$ cat src/hdl/cfsr_pkg.sv
`default_nettype none
// ----------------------------------------------------------------------------
// cfsr_pkg: shared constants and types
// Widths, code range and the item type that goes from the front end to the
// back end of the character frequency report.
// ----------------------------------------------------------------------------
package cfsr_pkg;

    localparam int FIRST_CODE  = 32;
    localparam int CODE_END    = 128;
    localparam int MAX_LINE    = 1024;

    localparam int BYTE_W      = 8;
    localparam int CODE_W      = 7;
    localparam int COUNT_W     = 11;
    localparam int KEY_W       = COUNT_W + CODE_W;

    localparam int BIN_COUNT   = CODE_END - FIRST_CODE;
    localparam int BIN_IDX_W   = $clog2(BIN_COUNT);

    localparam int QUEUE_DEPTH = 2;
    localparam int QPTR_W      = $clog2(QUEUE_DEPTH);

    // What the back end does with an item
    typedef enum logic [1:0] {
        OP_TALLY,   // printable byte: add one to its bin
        OP_SKIP,    // other byte: no bin, but the report restarts
        OP_FETCH    // return the next sorted entry
    } op_t;

    typedef struct packed {
        op_t                  op;
        logic [BIN_IDX_W-1:0] bin;
    } work_item_t;

endpackage : cfsr_pkg
`default_nettype wire

$ cat src/hdl/cfsr_front.sv
`default_nettype none
// ----------------------------------------------------------------------------
// cfsr_front: input side
// Accepts items and sorts them into tally, skip and fetch work for the queue.
// ----------------------------------------------------------------------------
module cfsr_front
    import cfsr_pkg::*;
(
    input  wire logic              in_valid,
    output logic                   in_stall,
    input  wire logic              command,
    input  wire logic [BYTE_W-1:0] byte_value,
    input  wire logic              q_full,
    output logic                   q_push,
    output work_item_t             q_item
);

    logic in_range;

    assign in_range = ({1'b0, byte_value} >= (BYTE_W+1)'(FIRST_CODE)) &&
                      ({1'b0, byte_value} <  (BYTE_W+1)'(CODE_END));

    assign in_stall = q_full;
    assign q_push   = in_valid && !q_full;

    always_comb
    begin
        q_item.bin = BIN_IDX_W'(byte_value - BYTE_W'(FIRST_CODE));
        if (command)
        begin
            q_item.op = OP_FETCH;
        end
        else if (in_range)
        begin
            q_item.op = OP_TALLY;
        end
        else
        begin
            q_item.op = OP_SKIP;
        end
    end

endmodule : cfsr_front
`default_nettype wire

$ cat src/hdl/cfsr_queue.sv
`default_nettype none
// ----------------------------------------------------------------------------
// cfsr_queue: work queue
// Short FIFO between front and back end so that each side stalls on its own.
// ----------------------------------------------------------------------------
module cfsr_queue
    import cfsr_pkg::*;
(
    input  wire logic       clk,
    input  wire logic       rst_n,
    input  wire logic       push,
    input  wire work_item_t push_item,
    output logic            full,
    input  wire logic       pop,
    output logic            head_valid,
    output work_item_t      head_item
);

    work_item_t          entry_reg [QUEUE_DEPTH];
    logic [QPTR_W-1:0]   wr_ptr_reg, wr_ptr_next;
    logic [QPTR_W-1:0]   rd_ptr_reg, rd_ptr_next;
    logic [QPTR_W:0]     fill_reg, fill_next;
    logic                do_push, do_pop;

    assign full       = (fill_reg == (QPTR_W+1)'(QUEUE_DEPTH));
    assign head_valid = (fill_reg != '0);
    assign head_item  = entry_reg[rd_ptr_reg];
    assign do_push    = push && !full;
    assign do_pop     = pop && head_valid;

    always_comb
    begin
        wr_ptr_next = wr_ptr_reg;
        rd_ptr_next = rd_ptr_reg;
        fill_next   = fill_reg;
        if (do_push)
        begin
            wr_ptr_next = (wr_ptr_reg == QPTR_W'(QUEUE_DEPTH-1)) ? '0
                                                                 : wr_ptr_reg + 1'b1;
        end
        if (do_pop)
        begin
            rd_ptr_next = (rd_ptr_reg == QPTR_W'(QUEUE_DEPTH-1)) ? '0
                                                                 : rd_ptr_reg + 1'b1;
        end
        if (do_push && !do_pop)
        begin
            fill_next = fill_reg + 1'b1;
        end
        else if (do_pop && !do_push)
        begin
            fill_next = fill_reg - 1'b1;
        end
    end

    always_ff @(posedge clk or negedge rst_n)
    begin
        if (!rst_n)
        begin
            wr_ptr_reg <= '0;
            rd_ptr_reg <= '0;
            fill_reg   <= '0;
        end
        else
        begin
            wr_ptr_reg <= wr_ptr_next;
            rd_ptr_reg <= rd_ptr_next;
            fill_reg   <= fill_next;
        end
    end

    always_ff @(posedge clk)
    begin
        if (do_push)
        begin
            entry_reg[wr_ptr_reg] <= push_item;
        end
    end

endmodule : cfsr_queue
`default_nettype wire

$ cat src/hdl/cfsr_back.sv
`default_nettype none
// ----------------------------------------------------------------------------
// cfsr_back: histogram and report engine
// Holds the bin memory, updates bins on tallies and scans all bins on a
// fetch for the smallest key after the last one reported.
// ----------------------------------------------------------------------------
module cfsr_back
    import cfsr_pkg::*;
(
    input  wire logic               clk,
    input  wire logic               rst_n,
    input  wire logic               q_valid,
    input  wire work_item_t         q_item,
    output logic                    q_pop,
    output logic                    out_valid,
    input  wire logic               out_stall,
    output logic [CODE_W-1:0]       code,
    output logic [COUNT_W-1:0]      count,
    output logic                    is_empty,
    output logic                    is_last
);

    typedef enum logic [2:0] {
        ST_IDLE,
        ST_TALLY_RD,
        ST_TALLY_WR,
        ST_SCAN,
        ST_SCAN_END,
        ST_FINISH
    } state_t;

    state_t                 state_reg;
    logic [BIN_IDX_W-1:0]   op_bin_reg;
    logic [BIN_IDX_W-1:0]   scan_idx_reg;
    logic                   scan_live_reg;
    logic [CODE_W-1:0]      scan_code_reg;
    logic                   started_reg;
    logic [KEY_W-1:0]       prev_key_reg;
    logic [KEY_W-1:0]       best_key_reg;
    logic                   best_found_reg;
    logic                   multi_reg;
    logic                   out_valid_reg;
    logic [CODE_W-1:0]      code_reg;
    logic [COUNT_W-1:0]     count_reg;
    logic                   is_empty_reg;
    logic                   is_last_reg;

    // bin memory; an entry whose valid bit is clear reads as zero
    logic [COUNT_W-1:0]     bin_mem [BIN_COUNT];
    logic [BIN_COUNT-1:0]   bin_valid_reg;
    logic [COUNT_W-1:0]     rd_data_reg;
    logic                   rd_valid_reg;

    logic [BIN_IDX_W-1:0]   rd_addr;
    logic                   wr_en;
    logic [COUNT_W-1:0]     cur_cnt;
    logic [COUNT_W-1:0]     cand_cnt;
    logic [KEY_W-1:0]       cand_key;
    logic                   cand_ok;
    logic                   out_free;
    logic                   finish_go;
    logic                   fin_last;
    logic                   clear_bins;

    assign rd_addr  = (state_reg == ST_SCAN) ? scan_idx_reg : op_bin_reg;
    assign cur_cnt  = rd_valid_reg ? rd_data_reg : '0;
    assign wr_en    = (state_reg == ST_TALLY_WR) && (cur_cnt < COUNT_W'(MAX_LINE));

    // key order: smaller count first, then larger code first
    assign cand_cnt = cur_cnt;
    assign cand_key = {cand_cnt, ~scan_code_reg};
    assign cand_ok  = scan_live_reg && (cand_cnt != '0) &&
                      (!started_reg || (cand_key > prev_key_reg));

    assign out_free   = !out_valid_reg || !out_stall;
    assign finish_go  = (state_reg == ST_FINISH) && out_free;
    assign fin_last   = !best_found_reg || !multi_reg;
    assign clear_bins = finish_go && fin_last;

    assign q_pop = (state_reg == ST_IDLE) && q_valid;

    always_ff @(posedge clk)
    begin
        if (wr_en)
        begin
            bin_mem[op_bin_reg] <= cur_cnt + COUNT_W'(1);
        end
        rd_data_reg <= bin_mem[rd_addr];
    end

    always_ff @(posedge clk or negedge rst_n)
    begin
        if (!rst_n)
        begin
            bin_valid_reg <= '0;
            rd_valid_reg  <= 1'b0;
        end
        else
        begin
            if (clear_bins)
            begin
                bin_valid_reg <= '0;
            end
            else if (wr_en)
            begin
                bin_valid_reg[op_bin_reg] <= 1'b1;
            end
            rd_valid_reg <= bin_valid_reg[rd_addr];
        end
    end

    always_ff @(posedge clk or negedge rst_n)
    begin
        if (!rst_n)
        begin
            state_reg      <= ST_IDLE;
            op_bin_reg     <= '0;
            scan_idx_reg   <= '0;
            scan_live_reg  <= 1'b0;
            scan_code_reg  <= '0;
            started_reg    <= 1'b0;
            prev_key_reg   <= '0;
            best_key_reg   <= '0;
            best_found_reg <= 1'b0;
            multi_reg      <= 1'b0;
            out_valid_reg  <= 1'b0;
            code_reg       <= '0;
            count_reg      <= '0;
            is_empty_reg   <= 1'b0;
            is_last_reg    <= 1'b0;
        end
        else
        begin
            // read data for the scanned bin is registered and arrives in the next cycle
            scan_live_reg <= (state_reg == ST_SCAN);

            if (out_valid_reg && !out_stall && !finish_go)
            begin
                out_valid_reg <= 1'b0;
            end

            // fold one bin into the running minimum
            if (cand_ok)
            begin
                if (!best_found_reg)
                begin
                    best_key_reg   <= cand_key;
                    best_found_reg <= 1'b1;
                end
                else
                begin
                    multi_reg <= 1'b1;
                    if (cand_key < best_key_reg)
                    begin
                        best_key_reg <= cand_key;
                    end
                end
            end

            unique case (state_reg)
                ST_IDLE:
                begin
                    if (q_valid)
                    begin
                        op_bin_reg <= q_item.bin;
                        unique case (q_item.op)
                            OP_TALLY:
                            begin
                                started_reg  <= 1'b0;
                                prev_key_reg <= '0;
                                state_reg    <= ST_TALLY_RD;
                            end
                            OP_SKIP:
                            begin
                                started_reg  <= 1'b0;
                                prev_key_reg <= '0;
                            end
                            OP_FETCH:
                            begin
                                scan_idx_reg   <= '0;
                                best_found_reg <= 1'b0;
                                multi_reg      <= 1'b0;
                                state_reg      <= ST_SCAN;
                            end
                            default:
                            begin
                                state_reg <= ST_IDLE;
                            end
                        endcase
                    end
                end
                ST_TALLY_RD:
                begin
                    state_reg <= ST_TALLY_WR;
                end
                ST_TALLY_WR:
                begin
                    state_reg <= ST_IDLE;
                end
                ST_SCAN:
                begin
                    scan_code_reg <= CODE_W'(FIRST_CODE + int'(scan_idx_reg));
                    scan_idx_reg  <= scan_idx_reg + 1'b1;
                    if (scan_idx_reg == BIN_IDX_W'(BIN_COUNT-1))
                    begin
                        state_reg <= ST_SCAN_END;
                    end
                end
                ST_SCAN_END:
                begin
                    state_reg <= ST_FINISH;
                end
                ST_FINISH:
                begin
                    if (out_free)
                    begin
                        out_valid_reg <= 1'b1;
                        state_reg     <= ST_IDLE;
                        if (!best_found_reg)
                        begin
                            code_reg     <= '0;
                            count_reg    <= '0;
                            is_empty_reg <= 1'b1;
                            is_last_reg  <= 1'b1;
                        end
                        else
                        begin
                            code_reg     <= ~best_key_reg[CODE_W-1:0];
                            count_reg    <= best_key_reg[KEY_W-1:CODE_W];
                            is_empty_reg <= 1'b0;
                            is_last_reg  <= !multi_reg;
                        end
                        if (fin_last)
                        begin
                            started_reg  <= 1'b0;
                            prev_key_reg <= '0;
                        end
                        else
                        begin
                            started_reg  <= 1'b1;
                            prev_key_reg <= best_key_reg;
                        end
                    end
                end
                default:
                begin
                    state_reg <= ST_IDLE;
                end
            endcase
        end
    end

    assign out_valid = out_valid_reg;
    assign code      = code_reg;
    assign count     = count_reg;
    assign is_empty  = is_empty_reg;
    assign is_last   = is_last_reg;

endmodule : cfsr_back
`default_nettype wire

$ cat src/hdl/char_frequency_sorted_report.sv
`default_nettype none
// ----------------------------------------------------------------------------
// char_frequency_sorted_report: character histogram with sorted report
// Counts printable bytes of a line and returns the nonzero bins one per
// fetch, by ascending count, ties by descending code.
//
//   channel | handshake            | fields
//   --------+----------------------+-----------------------------------
//   in      | in_valid / in_stall  | command, byte_value
//   out     | out_valid / out_stall| code, count, is_empty, is_last
//
// A tally reads and then writes back its bin; an ignored byte only restarts
// the report; a fetch scans all 96 bins through the single read port of the
// bin memory. A two-entry queue lets the input side keep accepting while
// the back end works or a result waits on out_stall.
// Reset clears all bins at once through their valid bits.
// ----------------------------------------------------------------------------
module char_frequency_sorted_report
    import cfsr_pkg::*;
(
    input  wire logic               clk,
    input  wire logic               rst_n,
    input  wire logic               in_valid,
    output logic                    in_stall,
    input  wire logic               command,
    input  wire logic [BYTE_W-1:0]  byte_value,
    output logic                    out_valid,
    input  wire logic               out_stall,
    output logic [CODE_W-1:0]       code,
    output logic [COUNT_W-1:0]      count,
    output logic                    is_empty,
    output logic                    is_last
);

    work_item_t push_item;
    work_item_t head_item;
    logic       q_push, q_full, q_pop, q_valid;

    cfsr_front u_front (
        .in_valid   (in_valid),
        .in_stall   (in_stall),
        .command    (command),
        .byte_value (byte_value),
        .q_full     (q_full),
        .q_push     (q_push),
        .q_item     (push_item)
    );

    cfsr_queue u_queue (
        .clk        (clk),
        .rst_n      (rst_n),
        .push       (q_push),
        .push_item  (push_item),
        .full       (q_full),
        .pop        (q_pop),
        .head_valid (q_valid),
        .head_item  (head_item)
    );

    cfsr_back u_back (
        .clk        (clk),
        .rst_n      (rst_n),
        .q_valid    (q_valid),
        .q_item     (head_item),
        .q_pop      (q_pop),
        .out_valid  (out_valid),
        .out_stall  (out_stall),
        .code       (code),
        .count      (count),
        .is_empty   (is_empty),
        .is_last    (is_last)
    );

`ifndef ASSERT_OFF
    a_empty_is_final: assert property (@(posedge clk) disable iff (!rst_n)
        out_valid && is_empty |-> is_last && (count == '0) && (code == '0))
        else $error("empty report item is not a final zero item");

    a_count_bound: assert property (@(posedge clk) disable iff (!rst_n)
        out_valid |-> (count <= COUNT_W'(MAX_LINE)))
        else $error("reported count above line bound");

    a_entry_nonzero: assert property (@(posedge clk) disable iff (!rst_n)
        out_valid && !is_empty |-> (count != '0) &&
            (code >= CODE_W'(FIRST_CODE)))
        else $error("reported entry has zero count or unprintable code");

    a_no_push_when_full: assert property (@(posedge clk) disable iff (!rst_n)
        q_full |-> !q_push)
        else $error("queue pushed while full");
`endif

endmodule : char_frequency_sorted_report
`default_nettype wire
$ cat config.mk
export PLATFORM = sky130hd
export DESIGN_NAME = char_frequency_sorted_report
export DESIGN_NICKNAME = d
export VERILOG_FILES = /design/src/hdl/cfsr_pkg.sv /design/src/hdl/cfsr_front.sv /design/src/hdl/cfsr_queue.sv /design/src/hdl/cfsr_back.sv /design/src/hdl/char_frequency_sorted_report.sv
export SDC_FILE = /design/constraint.sdc
export NUM_CORES = 2
export LEC_CHECK = 0
export BUFFER_PORTS_ARGS = -buffer_cell sky130_fd_sc_hd__buf_2
export CORE_UTILIZATION = 30
export CTS_BUF_LIST = sky130_fd_sc_hd__clkbuf_4 sky130_fd_sc_hd__clkbuf_8
export DETAILED_ROUTE_END_ITERATION = 8
export GPL_TIMING_DRIVEN = 0
export SLEW_MARGIN = 0
export SYNTH_ARGS = -nofsm -noshare
export SYNTH_HDL_FRONTEND = slang
export SYNTH_SLANG_ARGS = --single-unit
$ cat constraint.sdc
create_clock -name clk -period 13.9 [get_ports clk]
set_input_delay 2.78 -clock clk [delete_from_list [all_inputs] [get_ports clk]]
set_output_delay 2.78 -clock clk [all_outputs]
set_load 0.02 [all_outputs]
==> impl_metrics.tcl <==
set metrics [dict create \
    hold_ws_ns 0.432 \
    grt_start_max_net_pins 68 \
    drive_gt1_share_pct 18.4 \
    power.density_mw_per_mm2 252 \
    skew_ns 0.0707 \
    num_vias 39900 \
    syn_area_mm2 0.0531 \
    cts_sinks 1271 \
    async_flop_share_pct 14.6 \
    worst_path_max_delay_cell "o211ai_1" \
    post_cts_buffers 0 \
    grt_pass1_wl_um 345000 \
    r2r_cells 10 \
    final_nets 4246 \
    drv_cap 13 \
    post-dp-hpwl_um 186000 \
    clock_path_buffers 3 \
    io_buffers 34 \
    drc_errors 0 \
    largest_reg_flops 1056 \
    ctsResizeCount 0 \
    synth_top_area_share_pct 60.8 \
    grt_pass1_vias 36700 \
    cp-start-kind "flip-flop" \
    finalHoldViolCount 0 \
    die_y_um 423 \
    syn_nets 3889 \
    gp_congestion 1.05 \
    r2r_slack_ns 7.41 \
    worst_pin_slew_ns 1.76 \
    clkPwrFrac_pct 21.6 \
    num_rows 154 \
    critPathTopFamily "compound AO/OA/AOI/OAI gates" \
    cts_buffers 207 \
    setup_viol 0 \
    p_seq_share_pct 30.5 \
    grt_overflow 0 \
    avgSynthCellArea_um2 13.8 \
    synth_warnings 0 \
    p_int_mw 8.05 \
    status "complete, but fails checks" \
    wl_um 267000 \
    initial_core_util_pct 30.2 \
    path_clk_slew_ns 0.06 \
    hp-start "u_back.scan_code_reg[6]" \
    synthTopCellsByArea "edfxtp_1, dfrtp_1, mux2i_1" \
    cp-end-kind "flip-flop" \
    mostFrequentLayoutCells "edfxtp_1, nand2_1, mux2i_1" \
    slew_violations 107 \
    power.switching_mw 7.75 \
    ios 35 \
    r2r_start "u_back.state_reg[2]" \
    fin_tns_setup_ns 0 \
    drtPass1Iterations 6 \
    leakage_nw 22.6 \
    via_per_inst 5.92 \
    pre_cts_slack_ns 8.08 \
    whs_endpoint "u_back.best_key_reg[6]" \
    syn2layout_area_growth_pct 18.3 \
    violations "max-capacitance violations, max-slew violations" \
    cts_hold_buf 0 \
    clk_latency_ns 1.02 \
    ys_types 82 \
    dieArea_mm2 0.179 \
    fmaxAchievable_mhz 154 \
    final_util_pct 35.7 \
    timing.final.crit_share_pct 46.7 \
    synth_area_leader_cell "edfxtp_1" \
    synth-edff-count 1074 \
    path_class "reg -> reg" \
    combPwrFrac_pct 48.0 \
    core_area_mm2 0.176 \
    min_period_ns 6.49 \
    cp_max_fo 10 \
    hold_depth 1 \
    grt_use_total_pct 29.2 \
    die_width_um 423 \
    cp_num_buf_inv 3 \
    fin_ws_ns 7.41 \
    fillers 16900 \
    antenna_found_initial 43 \
    h-tree-depth 4 \
    ys_ff_latch 1271 \
    total_power_mw 15.8 \
    postRouteAntennaNets 0 \
    syn-instance-count 3847 \
    wl_per_cell_um 39.6 \
    ir_drop_mv 0.124 \
    required_ns 14.77 \
    hold_path.class "reg -> reg" \
    p_sw_share_pct 49.0 \
    crit_arrival_ns 7.37 \
    rsz0062_at_grt "no" \
    root_buffer "clkbuf_8" \
    crit_chain "nand3b_1 > buf_4 > a21oi_2 > buf_2 > buf_2 > a211oi_1 > o211ai_1 > o2111ai_1 > a211oi_1 > and4b_1" \
    worst_r2r_endpoint "u_back.rd_data_reg[3]" \
    seq_area_frac_synth_pct 70.0 \
    final_common_cell "edfxtp_1" \
    ys.flop_type "edfxtp_1" \
    drt-initial-drc-count 6963 \
    critPathMaxStageDelay_ns 1.17 \
    max-slew-margin-rel_pct -17.0 \
    cts_tree "yes" \
]
==> stage by stage <==
step | cells | cell area [um2]
5_1_grt | 6720 | 62700
6_report | 6741 | 62800
3_5_place_dp | 6333 | 58500
3_3_place_gp | 6221 | 56200
4_1_cts | 6716 | 62700
2_1_floorplan | 3847 | 53100
==> power by group through the flow <==
stage | Clock, mW | Combinational [mW] | Sequential [mW]
2_1_floorplan | 0 | 2.92 | 4.92
3_3_place_gp | 0 | 6.80 | 4.99
3_5_place_dp | 0 | 7.08 | 4.89
4_1_cts | 3.41 | 7.10 | 4.81
5_1_grt | 3.57 | 7.35 | 4.83
6_report | 3.40 | 7.58 | 4.81
==> kinds of logic after synthesis <==
logic type	count (synthesis)	synth area share, %
multiplexers	322	6.15
buffers and inverters	427	3.66
XOR/XNOR	24	0.396
AO/OA/AOI/OAI	814	11.2
flip-flops	1271	70.0
AND/OR/NAND/NOR	959	7.92
adder cells (fa/ha/maj)	30	0.703
==> synthesized netlist by cell type (12+ instances only) <==
| cell type | n |
|---|---|
| a2111oi_0 | 20 |
| a31oi_1 | 36 |
| nand3_1 | 145 |
| o21a_1 | 98 |
| nor2b_1 | 13 |
| dfrtp_1 | 186 |
| ha_1 | 29 |
| a22o_1 | 21 |
| buf_4 | 30 |
| nand4_1 | 26 |
| edfxtp_1 | 1074 |
| mux2_2 | 25 |
| xnor2_1 | 13 |
| a32oi_1 | 31 |
| a311oi_1 | 14 |
| nor4_1 | 21 |
| buf_1 | 12 |
| a22oi_1 | 29 |
| a211oi_1 | 254 |
| o211ai_1 | 29 |
| clkbuf_1 | 91 |
| buf_2 | 113 |
| o31ai_1 | 24 |
| mux2i_1 | 294 |
| inv_1 | 169 |
| o21ai_0 | 53 |
| nand2_1 | 509 |
| nor3_1 | 20 |
| o22ai_1 | 15 |
| a21oi_1 | 96 |
| nor2_1 | 156 |
==> metal layers <==
metal  track usage (%)  part of all wire (%)  vias to the layer above
met1              37.6                    38                    20500
met5                 0                 0.085                        -
met4              20.9                   8.1                       12
met2              40.2                    41                     3248
met3              10.7                    13                      779
li1                  -                     -                    15400
==> worst register-to-register path, cell delays in order (launching register included) <==
cell and delay, ns:
dfrtp_1 0.37, nand3b_1 0.21, buf_4 0.23, a21oi_2 0.79
buf_2 0.57, buf_2 0.63, a211oi_1 0.13, o211ai_1 1.17
o2111ai_1 0.67, a211oi_1 1.15, and4b_1 0.45
==> worst max-delay path by stage <==
| stage | endpoint | slack (ns) | start | depth (start not counted) |
|---|---|---|---|---|
| 6_report | u_back.rd_data_reg[3] | 7.41 | u_back.state_reg[2] | 10 |
| 5_1_grt | u_back.rd_data_reg[5] | 7.71 | u_back.state_reg[2] | 10 |
| 4_1_cts | u_back.rd_data_reg[5] | 8.15 | u_back.state_reg[2] | 10 |
| 3_5_place_dp | u_back.bin_valid_reg[69] | 8.08 | out_stall | 8 |
| 3_3_place_gp | u_back.bin_mem[32][9] | 3.22 | u_back.rd_valid_reg | 8 |
| 2_1_floorplan | u_back.bin_mem[0][9] | 8.64 | u_back.rd_valid_reg | 8 |
==> final cells by class <==
cell class                      count  area (um2)  share of cell area [%]
Clock buffer                      311        3710                    5.91
Antenna cell                       23        57.6                  0.0917
Sequential cell                  1271       37100                    59.1
Timing Repair Buffer              148        2130                    3.39
Buffer                            257        1310                    2.09
Tap cell                         2340        2930                    4.66
Inverter                          170         641                    1.02
Clock inverter                     72         503                   0.801
Multi-Input combinational cell   2149       14400                    22.9
No activity file was read; power rests on OpenSTA's default activity.
